## src/rtl/core/scm_pkg.sv

```systemverilog
// Shared types, constants and arithmetic helpers for the sponge and causal mask block.
// No dependencies; used by scm_isqrt and sponge_causal_mask_apply.
`timescale 1ns / 1ps
`default_nettype none
package scm_pkg;

    localparam int MAX_GRID        = 1024;
    localparam int EXP_TABLE_DEPTH = 256;
    localparam int EXP_IDX_W       = $clog2(EXP_TABLE_DEPTH);
    localparam logic [63:0] EXP_STEP_Q32 = 64'd4034748382;
    localparam logic [16:0] ONE_Q16 = 17'd65536;
    localparam logic [15:0] HALF_Q16 = 16'd32768;

    // Square root: 56-bit radicand, two result bits per stage.
    localparam int SQ_IN_W  = 56;
    localparam int SQ_RT_W  = SQ_IN_W / 2;
    localparam int SQ_REM_W = SQ_RT_W + 2;
    localparam int SQ_STG   = SQ_RT_W / 2;

    typedef struct packed {
        logic [9:0]         depth_index;
        logic [9:0]         lateral_index;
        logic [11:0]        time_index;
        logic signed [31:0] sample_value;
        logic signed [31:0] prior_value;
        logic               accumulate;
        logic [11:0]        start_delay_in;
    } t_in_item;

    typedef struct packed {
        logic signed [31:0] masked_value;
        logic [16:0]        mask_coefficient;
    } t_out_item;

    // Per-item data that rides along the square-root pipeline.
    typedef struct packed {
        logic [11:0]        time_index;
        logic [11:0]        start_delay;
        logic signed [31:0] sample_value;
        logic signed [31:0] prior_value;
        logic               accumulate;
        logic [16:0]        edge_coef;
    } t_side;

    typedef logic [EXP_TABLE_DEPTH-1:0][16:0] t_exp_tab;

    typedef struct packed {
        logic [SQ_REM_W-1:0] rem;
        logic [SQ_RT_W-1:0]  root;
    } t_sq_state;

    // Exp table built at elaboration: entry i approximates exp(-i/16) in Q1.16.
    function automatic t_exp_tab build_exp_tab();
        t_exp_tab    tab;
        logic [63:0] v;
        logic [63:0] r;
        v = 64'd1 << 32;
        for (int i = 0; i < EXP_TABLE_DEPTH; i++) begin
            r = (v + 64'd32768) >> 16;
            tab[i] = r[16:0];
            v = (v * EXP_STEP_Q32 + (64'd1 << 31)) >> 32;
        end
        return tab;
    endfunction

    localparam t_exp_tab EXP_TAB = build_exp_tab();

    // Table lookup of a Q.16 taper argument; big marks a distance term over 2047.
    function automatic logic [16:0] taper_lookup(input logic [37:0] arg, input logic big,
                                                 input logic rate_nz);
        logic [38:0] idx;
        idx = ({1'b0, arg} + 39'd2048) >> 12;
        if (big) begin
            return rate_nz ? 17'd0 : EXP_TAB[0];
        end else if (idx >= 39'(EXP_TABLE_DEPTH)) begin
            return 17'd0;
        end else begin
            return EXP_TAB[idx[EXP_IDX_W-1:0]];
        end
    endfunction

    // One digit-by-digit square-root step that brings in two radicand bits.
    function automatic t_sq_state sqrt_step(input t_sq_state st, input logic [1:0] xb);
        t_sq_state           res;
        logic [SQ_REM_W-1:0] rem_n;
        logic [SQ_REM_W-1:0] trial;
        rem_n = {st.rem[SQ_REM_W-3:0], xb};
        trial = {st.root, 2'b01};
        if (rem_n >= trial) begin
            res.rem  = rem_n - trial;
            res.root = {st.root[SQ_RT_W-2:0], 1'b1};
        end else begin
            res.rem  = rem_n;
            res.root = {st.root[SQ_RT_W-2:0], 1'b0};
        end
        return res;
    endfunction

endpackage
`default_nettype wire

```

## src/rtl/core/scm_isqrt.sv

```systemverilog
// Pipelined integer square root (floor), two result bits per stage, with sideband.
// Depends on scm_pkg.
`timescale 1ns / 1ps
`default_nettype none
module scm_isqrt (
    input  wire logic                           i_clk,
    input  wire logic                           i_rst_n,
    input  wire logic                           i_en,
    input  wire logic                           i_valid,
    input  wire logic [scm_pkg::SQ_IN_W-1:0]    i_radicand,
    input  wire scm_pkg::t_side                 i_side,
    output logic                                o_valid,
    output logic [scm_pkg::SQ_RT_W-1:0]         o_root,
    output scm_pkg::t_side                      o_side
);
    import scm_pkg::*;

    logic                 r_vld  [SQ_STG];
    logic [SQ_IN_W-1:0]   r_x    [SQ_STG];
    t_sq_state            r_st   [SQ_STG];
    t_side                r_side [SQ_STG];

    for (genvar g = 0; g < SQ_STG; g++) begin : g_stage
        logic               p_vld;
        logic [SQ_IN_W-1:0] p_x;
        t_sq_state          p_st;
        t_side              p_side;
        t_sq_state          n_mid;
        t_sq_state          n_st;

        // Stage inputs come from the port for the first stage, else from the previous one.
        if (g == 0) begin : g_first
            assign p_vld  = i_valid;
            assign p_x    = i_radicand;
            assign p_st   = '0;
            assign p_side = i_side;
        end else begin : g_next
            assign p_vld  = r_vld[g-1];
            assign p_x    = r_x[g-1];
            assign p_st   = r_st[g-1];
            assign p_side = r_side[g-1];
        end

        // Two dependent steps per stage.
        always_comb begin
            n_mid = sqrt_step(p_st, p_x[SQ_IN_W-1 -: 2]);
            n_st  = sqrt_step(n_mid, p_x[SQ_IN_W-3 -: 2]);
        end

        always_ff @(posedge i_clk) begin
            if (!i_rst_n) begin
                r_vld[g] <= 1'b0;
            end else if (i_en) begin
                r_vld[g] <= p_vld;
            end
        end

        always_ff @(posedge i_clk) begin
            if (i_en) begin
                r_x[g]    <= {p_x[SQ_IN_W-5:0], 4'b0000};
                r_st[g]   <= n_st;
                r_side[g] <= p_side;
            end
        end
    end

    assign o_valid = r_vld[SQ_STG-1];
    assign o_root  = r_st[SQ_STG-1].root;
    assign o_side  = r_side[SQ_STG-1];

endmodule
`default_nettype wire

```

## config.mk

```make
export PLATFORM = sky130hd
export DESIGN_NAME = scm_isqrt
export DESIGN_NICKNAME = d
export VERILOG_FILES = /design/src/rtl/core/scm_pkg.sv /design/src/rtl/core/scm_isqrt.sv
export SDC_FILE = /design/constraint.sdc
export NUM_CORES = 2
export LEC_CHECK = 0
export ABC_AREA = 1
export BUFFER_PORTS_ARGS = -buffer_cell sky130_fd_sc_hd__buf_2
export CORE_MARGIN = 2
export CORE_UTILIZATION = 45
export DETAILED_ROUTE_END_ITERATION = 12
export HOLD_SLACK_MARGIN = 0.06
export SLEW_MARGIN = 20
export SYNTH_ARGS = -nofsm -noshare
export SYNTH_HDL_FRONTEND = slang
export SYNTH_SLANG_ARGS = --single-unit
export TNS_END_PERCENT = 30
```

## constraint.sdc

```tcl
create_clock -name i_clk -period 5.85 [get_ports i_clk]
set_input_delay 0.2925 -clock i_clk [delete_from_list [all_inputs] [get_ports i_clk]]
set_output_delay 0.2925 -clock i_clk [all_outputs]
set_load 0.1 [all_outputs]
```

Word-level counts from Yosys, hierarchy flattened
Memories as Yosys holds them, arrays and structs flattened.
Index checks and enable logic that the tools add are counted.

word-level totals
  output and inout port bits = 135
  memories = 4
  bits in registers = 0
  logic and storage cells = 121
  RAM bits = 3038
  bits of input ports = 166

cells by class
  bitwise logic cells = 14
  $lt $le $gt $ge = 28
  mux-type cells = 47
  add/subtract/negate cells = 28

memories
  memory  depth  bits a word  read ports  clocked after Yosys merged registers in  write ports  RTL line         RTL
  r_side  14     106          14          0                                        14           scm_isqrt.sv:21  t_side r_side [SQ_STG];
  r_st    14     58           14          0                                        14           scm_isqrt.sv:20  t_sq_state r_st [SQ_STG];
  r_x     14     52           13          0                                        14           scm_isqrt.sv:19  logic [SQ_IN_W-1:0] r_x [SQ_STG];
  r_vld   14     1            14          0                                        14           scm_isqrt.sv:18  logic r_vld [SQ_STG];

operator list
  kind                                                                                 count
  58-bit 2-to-1 mux                                                                    14
  30-bit greater-or-equal comparator                                                   27
  56-bit 2-to-1 mux                                                                    14
  30-bit subtractor                                                                    14
  28-bit subtractor                                                                    13
  1-bit 2-to-1 mux                                                                     19
  1-bit bitwise OR                                                                     14
  2-bit by 1-bit subtractor with 3-bit output, second input constant                   1
  2-bit by 1-bit greater-or-equal comparator with 1-bit output, second input constant  1

Depth between registers and ports, before layout
An unclocked memory read counts as a cell.

  depth after elaboration = 5
  mapped depth = 31
  depth with buffers taken out = 30

Least setup slack after synthesis
Ideal clock, no wire load.

  kind = flip-flop to flip-flop
  from = memory r_st[1][204] (netlist bit)
  to = memory r_st[1][276] (netlist bit) (data pin)
  arrival = 3.805 ns
  library setup time = 0.253 ns
  buffers on the path = 3
  required time = 5.597 ns
  period minus slack after synthesis = 4.059 ns
  stages on the path, launching flop included = 27
  slack = 1.791 ns
  cells stage by stage = edfxtp_1 > ha_1 > nand2_1 > inv_1 > nand2_1 > nand3_1 > nand2_1 > nand2_1 > nand2_1 > nand2_1 > inv_1 > clkbuf_1 > clkbuf_1 > nand2_1 > o21ai_0 > ha_1 > a21oi_1 > inv_1 > a31oi_1 > o21ai_0 > a21oi_1 > nand2_1 > nand2_1 > nand2_2 > clkbuf_1 > nand3_1 > nand2_1

RTL lines
  element             RTL line
  start: declaration  scm_isqrt.sv:20

==> impl_metrics.toml <==
[die]
die-area_mm2 = 0.258
core_area_mm2 = 0.252
die_h_um = 508
die_x_um = 508
initial_core_util = 0.453
rows = 184
ioPinCount = 301

[timing]
fin_crit_sh = 0.954
fin_ws_ps = 272
setup-violations-final = 0
maxSlewViolCount = 0
final_hold_viol_count = 0
fin_worst_skew_ps = 82.6
worstMarginPinSlew_ps = 1250
period_needed_ps = 5580
slew_headroom = 0.167
rsz0062_at_grt = "false"
fmax_mhz = 179

[cells_and_area]
layout.nets = 12200
layout-drive-gt1-share = 0.0883
fin_cells = 15100
finish.instance_area_mm2 = 0.131
nFillCells = 22500
area_delta_synth_final_pct = 14.6

[clock_tree]
clkTransAtPathRegs_ps = 60
clock_sinks = 2419
clk_latency_ps = 910
clockBufferDepth = 4
numCtsBuffers = 278
root_buffer = "clkbuf_16"
cts_max_level = 5
cts_tree = "done"

[yosys]
yosysTopAreaCell = "edfxtp_1"
ys_seq_elements = 2419
synth_edf_count = 2418
synth_area_leaders = "edfxtp_1 (64%), nand2_1 (9.8%), ha_1 (4.7%), inv_1 (4.3%), nor2_1 (3.0%)"
async_flop_share = 0
netlist_area_mm2 = 0.114
yosys.area.top_type_share = 0.636
netlist_instances = 10800
seq_area_frac_synth = 0.636
syn_area_per_cell_um2 = 10.6
ys_warn_count = 0
synth_flop_cell = "edfxtp_1"
ys_types = 67

[outcome]
status = "complete, no violations"

[critical_path]
crit_fanout = 25
slowest_delay_ps = 470
worstRegToRegCells = 27
critPathSlowestCell = "edfxtp_1"
path_delay_family = "simple AND/OR/NAND/NOR gates"
crit_path_end_kind = "register"
crit_top_cell = "nand2_1"
critical_path_buf_inv_count = 4
worst-path-stages = 27
cp.required_ps = 6450
arrival_ps = 6180
start_kind = "register"
path_class = "reg -> reg"

[route]
drt_wl_total_mm = 291
vias = 76800
viasPerCell = 5.08
postRouteAntennaNets = 0
post_drt_wl_per_cell_um = 19.3
drtIter0Drc = 6332
drcViolationCount = 0
dr.pass1.iters = 6

[placement]
gp_congestion = 0.936
placed_cell_area_mm2 = 0.120
io_buffers = 300
place_ws_ps = -91.6
dp.cells = 14400
place_hpwl_mm = 219

[pwr]
powerDensity_mw_per_mm2 = 433
power_mw = 56.6
peakVddDrop_mv = 0.300
p_leak_nw = 54.1

[global_routing]
grt_pass1_wl_mm = 443
grt_max_degree = 187
grt-ovfl-total = 0
grt_usage = 0.223
grt_pass1_vias = 75300
antenna_found_initial = 6

[job]
maxCapViolCount = 0

[hold_path]
holdPathStages = 2
hold_path_class = "in -> reg"
## metal layers
layer	global-route usage	wire length [um]	up-vias	share of wire
li1	-	-	38200	-
met1	0.307	132000	36400	0.45
met2	0.372	139000	1850	0.48
met3	0.0255	12300	420	0.042
met5	0	0	-	0
met4	0.0666	8040	0	0.028
## placed cells by master, fill, tap and decap left out, types with 16 or more instances in the layout
master | netlist | routed
o21ai_1 | 15 | 16
o21a_1 | 33 | 33
edfxtp_1 | 2418 | 2418
xor2_1 | 218 | 218
buf_12 | 0 | 17
or2_2 | 25 | 25
nor2_2 | 42 | 44
clkinv_1 | 4 | 50
clkinvlp_4 | 0 | 17
nand3b_1 | 36 | 36
clkinv_2 | 0 | 42
clkbuf_1 | 41 | 50
nor3_1 | 119 | 118
inv_1 | 1305 | 1304
nand4_1 | 162 | 162
dlygate4sd3_1 | 0 | 227
inv_2 | 46 | 46
o21bai_1 | 44 | 44
buf_4 | 12 | 74
xnor2_1 | 132 | 132
clkbuf_16 | 0 | 281
nand3_1 | 615 | 614
nor2_1 | 911 | 909
nor4_1 | 22 | 22
o21ai_0 | 362 | 361
nor2_4 | 22 | 22
buf_2 | 21 | 299
nand2_1 | 2973 | 2973
nand2_2 | 39 | 39
nand3_2 | 27 | 28
a21oi_2 | 28 | 27
a31oi_1 | 27 | 27
a21o_1 | 25 | 25
ha_1 | 432 | 432
a21oi_1 | 480 | 480
## area by class of cell
| type | count | area, um^2 | share of cell area |
|---|---|---|---|
| Antenna cell | 3 | 7.51 | 0.0000574 |
| Clock buffer | 331 | 7220 | 0.0552 |
| Clock inverter | 143 | 1190 | 0.00914 |
| Inverter | 1355 | 5090 | 0.0389 |
| Multi-Input combinational cell | 6895 | 35800 | 0.274 |
| Sequential cell | 2419 | 72600 | 0.555 |
| Tap cell | 3348 | 4190 | 0.0320 |
| Timing Repair Buffer | 618 | 4680 | 0.0358 |
| Timing Repair inverter | 1 | 5.00 | 0.0000383 |
## cell families (layout without fill, tap and decap cells)
group                    after synthesis  in the layout  share of synthesized area
buffers and inverters               1458           2448                     0.0503
adder cells (fa/ha/maj)              432            432                     0.0474
XOR/XNOR                             351            351                     0.0270
multiplexers                           3              3                   0.000263
flip-flops                          2419           2419                      0.636
AND/OR/NAND/NOR                     5032           5032                      0.186
AO/OA/AOI/OAI                       1074           1074                     0.0524
other                                  1              6                  0.0000329
## stage by stage
stage	setup TNS (ps)	hold WS [ps]	util
floorplan	0	391	-
global placement	-3670	400	0.477
detailed placement	-792	405	0.477
CTS	0	60.6	0.519
global route	0	74.3	0.519
finish	0	122	0.519
## final timing paths
check	start	endpoint	slack [ps]
worst min register to register	r_side[1][186]$_DFFE_PP_	r_side[1][292]$_DFFE_PP_	350
worst max-delay path	r_st[1][119]$_DFFE_PP_	r_st[1][219]$_DFFE_PP_	270
worst min-delay path	i_radicand[12]	r_x[0][12]$_DFFE_PP_	120
worst max register to register	r_st[1][119]$_DFFE_PP_	r_st[1][219]$_DFFE_PP_	270
## repair_timing
item                       4_1_cts  5_1_grt
hold endpoints to repair       218        0
setup endpoints to repair       28       30
hold buffers                   227        0
gates resized for setup          2        5
buffers inserted                 0        4
gates cloned                     0        1
## synthesized netlist by cell type, types with 5 or more instances
cell         n
buf_2       21
o211ai_1    11
nand3_2     27
inv_2       46
nand4_1    162
o21ai_2      6
a21oi_1    480
a211oi_1     6
or2_2       25
a31oi_1     27
nor2_4      22
and2_1       8
buf_6       26
nand3b_1    36
nor3_1     119
clkbuf_1    41
nand3_1    615
o21a_1      33
o21ai_1     15
buf_4       12
o21ai_0    362
a21boi_0     7
nand2_2     39
nand2_1   2973
ha_1       432
inv_1     1305
nand2_4      6
nor3_2       5
a21oi_2     28
o31ai_1      5
nor2_1     911
nor2_2      42
a21o_1      25
edfxtp_1  2418
xor2_1     218
nor4_1      22
nor3b_1      7
o21bai_1    44
xnor2_1    132
## worst reg2reg max path, delay by kind of cell (launching register included)
| family | cells | cell delay (ps) |
|---|---|---|
| AO/OA/AOI/OAI | 1 | 70 |
| adder cells (fa/ha/maj) | 2 | 800 |
| buffers and inverters | 4 | 810 |
| flip-flops | 1 | 470 |
| AND/OR/NAND/NOR | 20 | 3170 |
## flip-flops by register name, summed over array words and instances, names as in the netlist
| signal | cells |
|---|---|
| r_st | 557 |
| r_vld | 14 |
| r_side | 1484 |
| r_x | 364 |
## report_power, final
part	internal [mW]	leakage (nW)	switching, mW
Combinational	5.75	26.5	12.2
Clock	9.46	4.09	6.70
Sequential	21.4	23.5	1.14
Total	36.6	54.1	20.0
(Power assumes the default switching activity.)
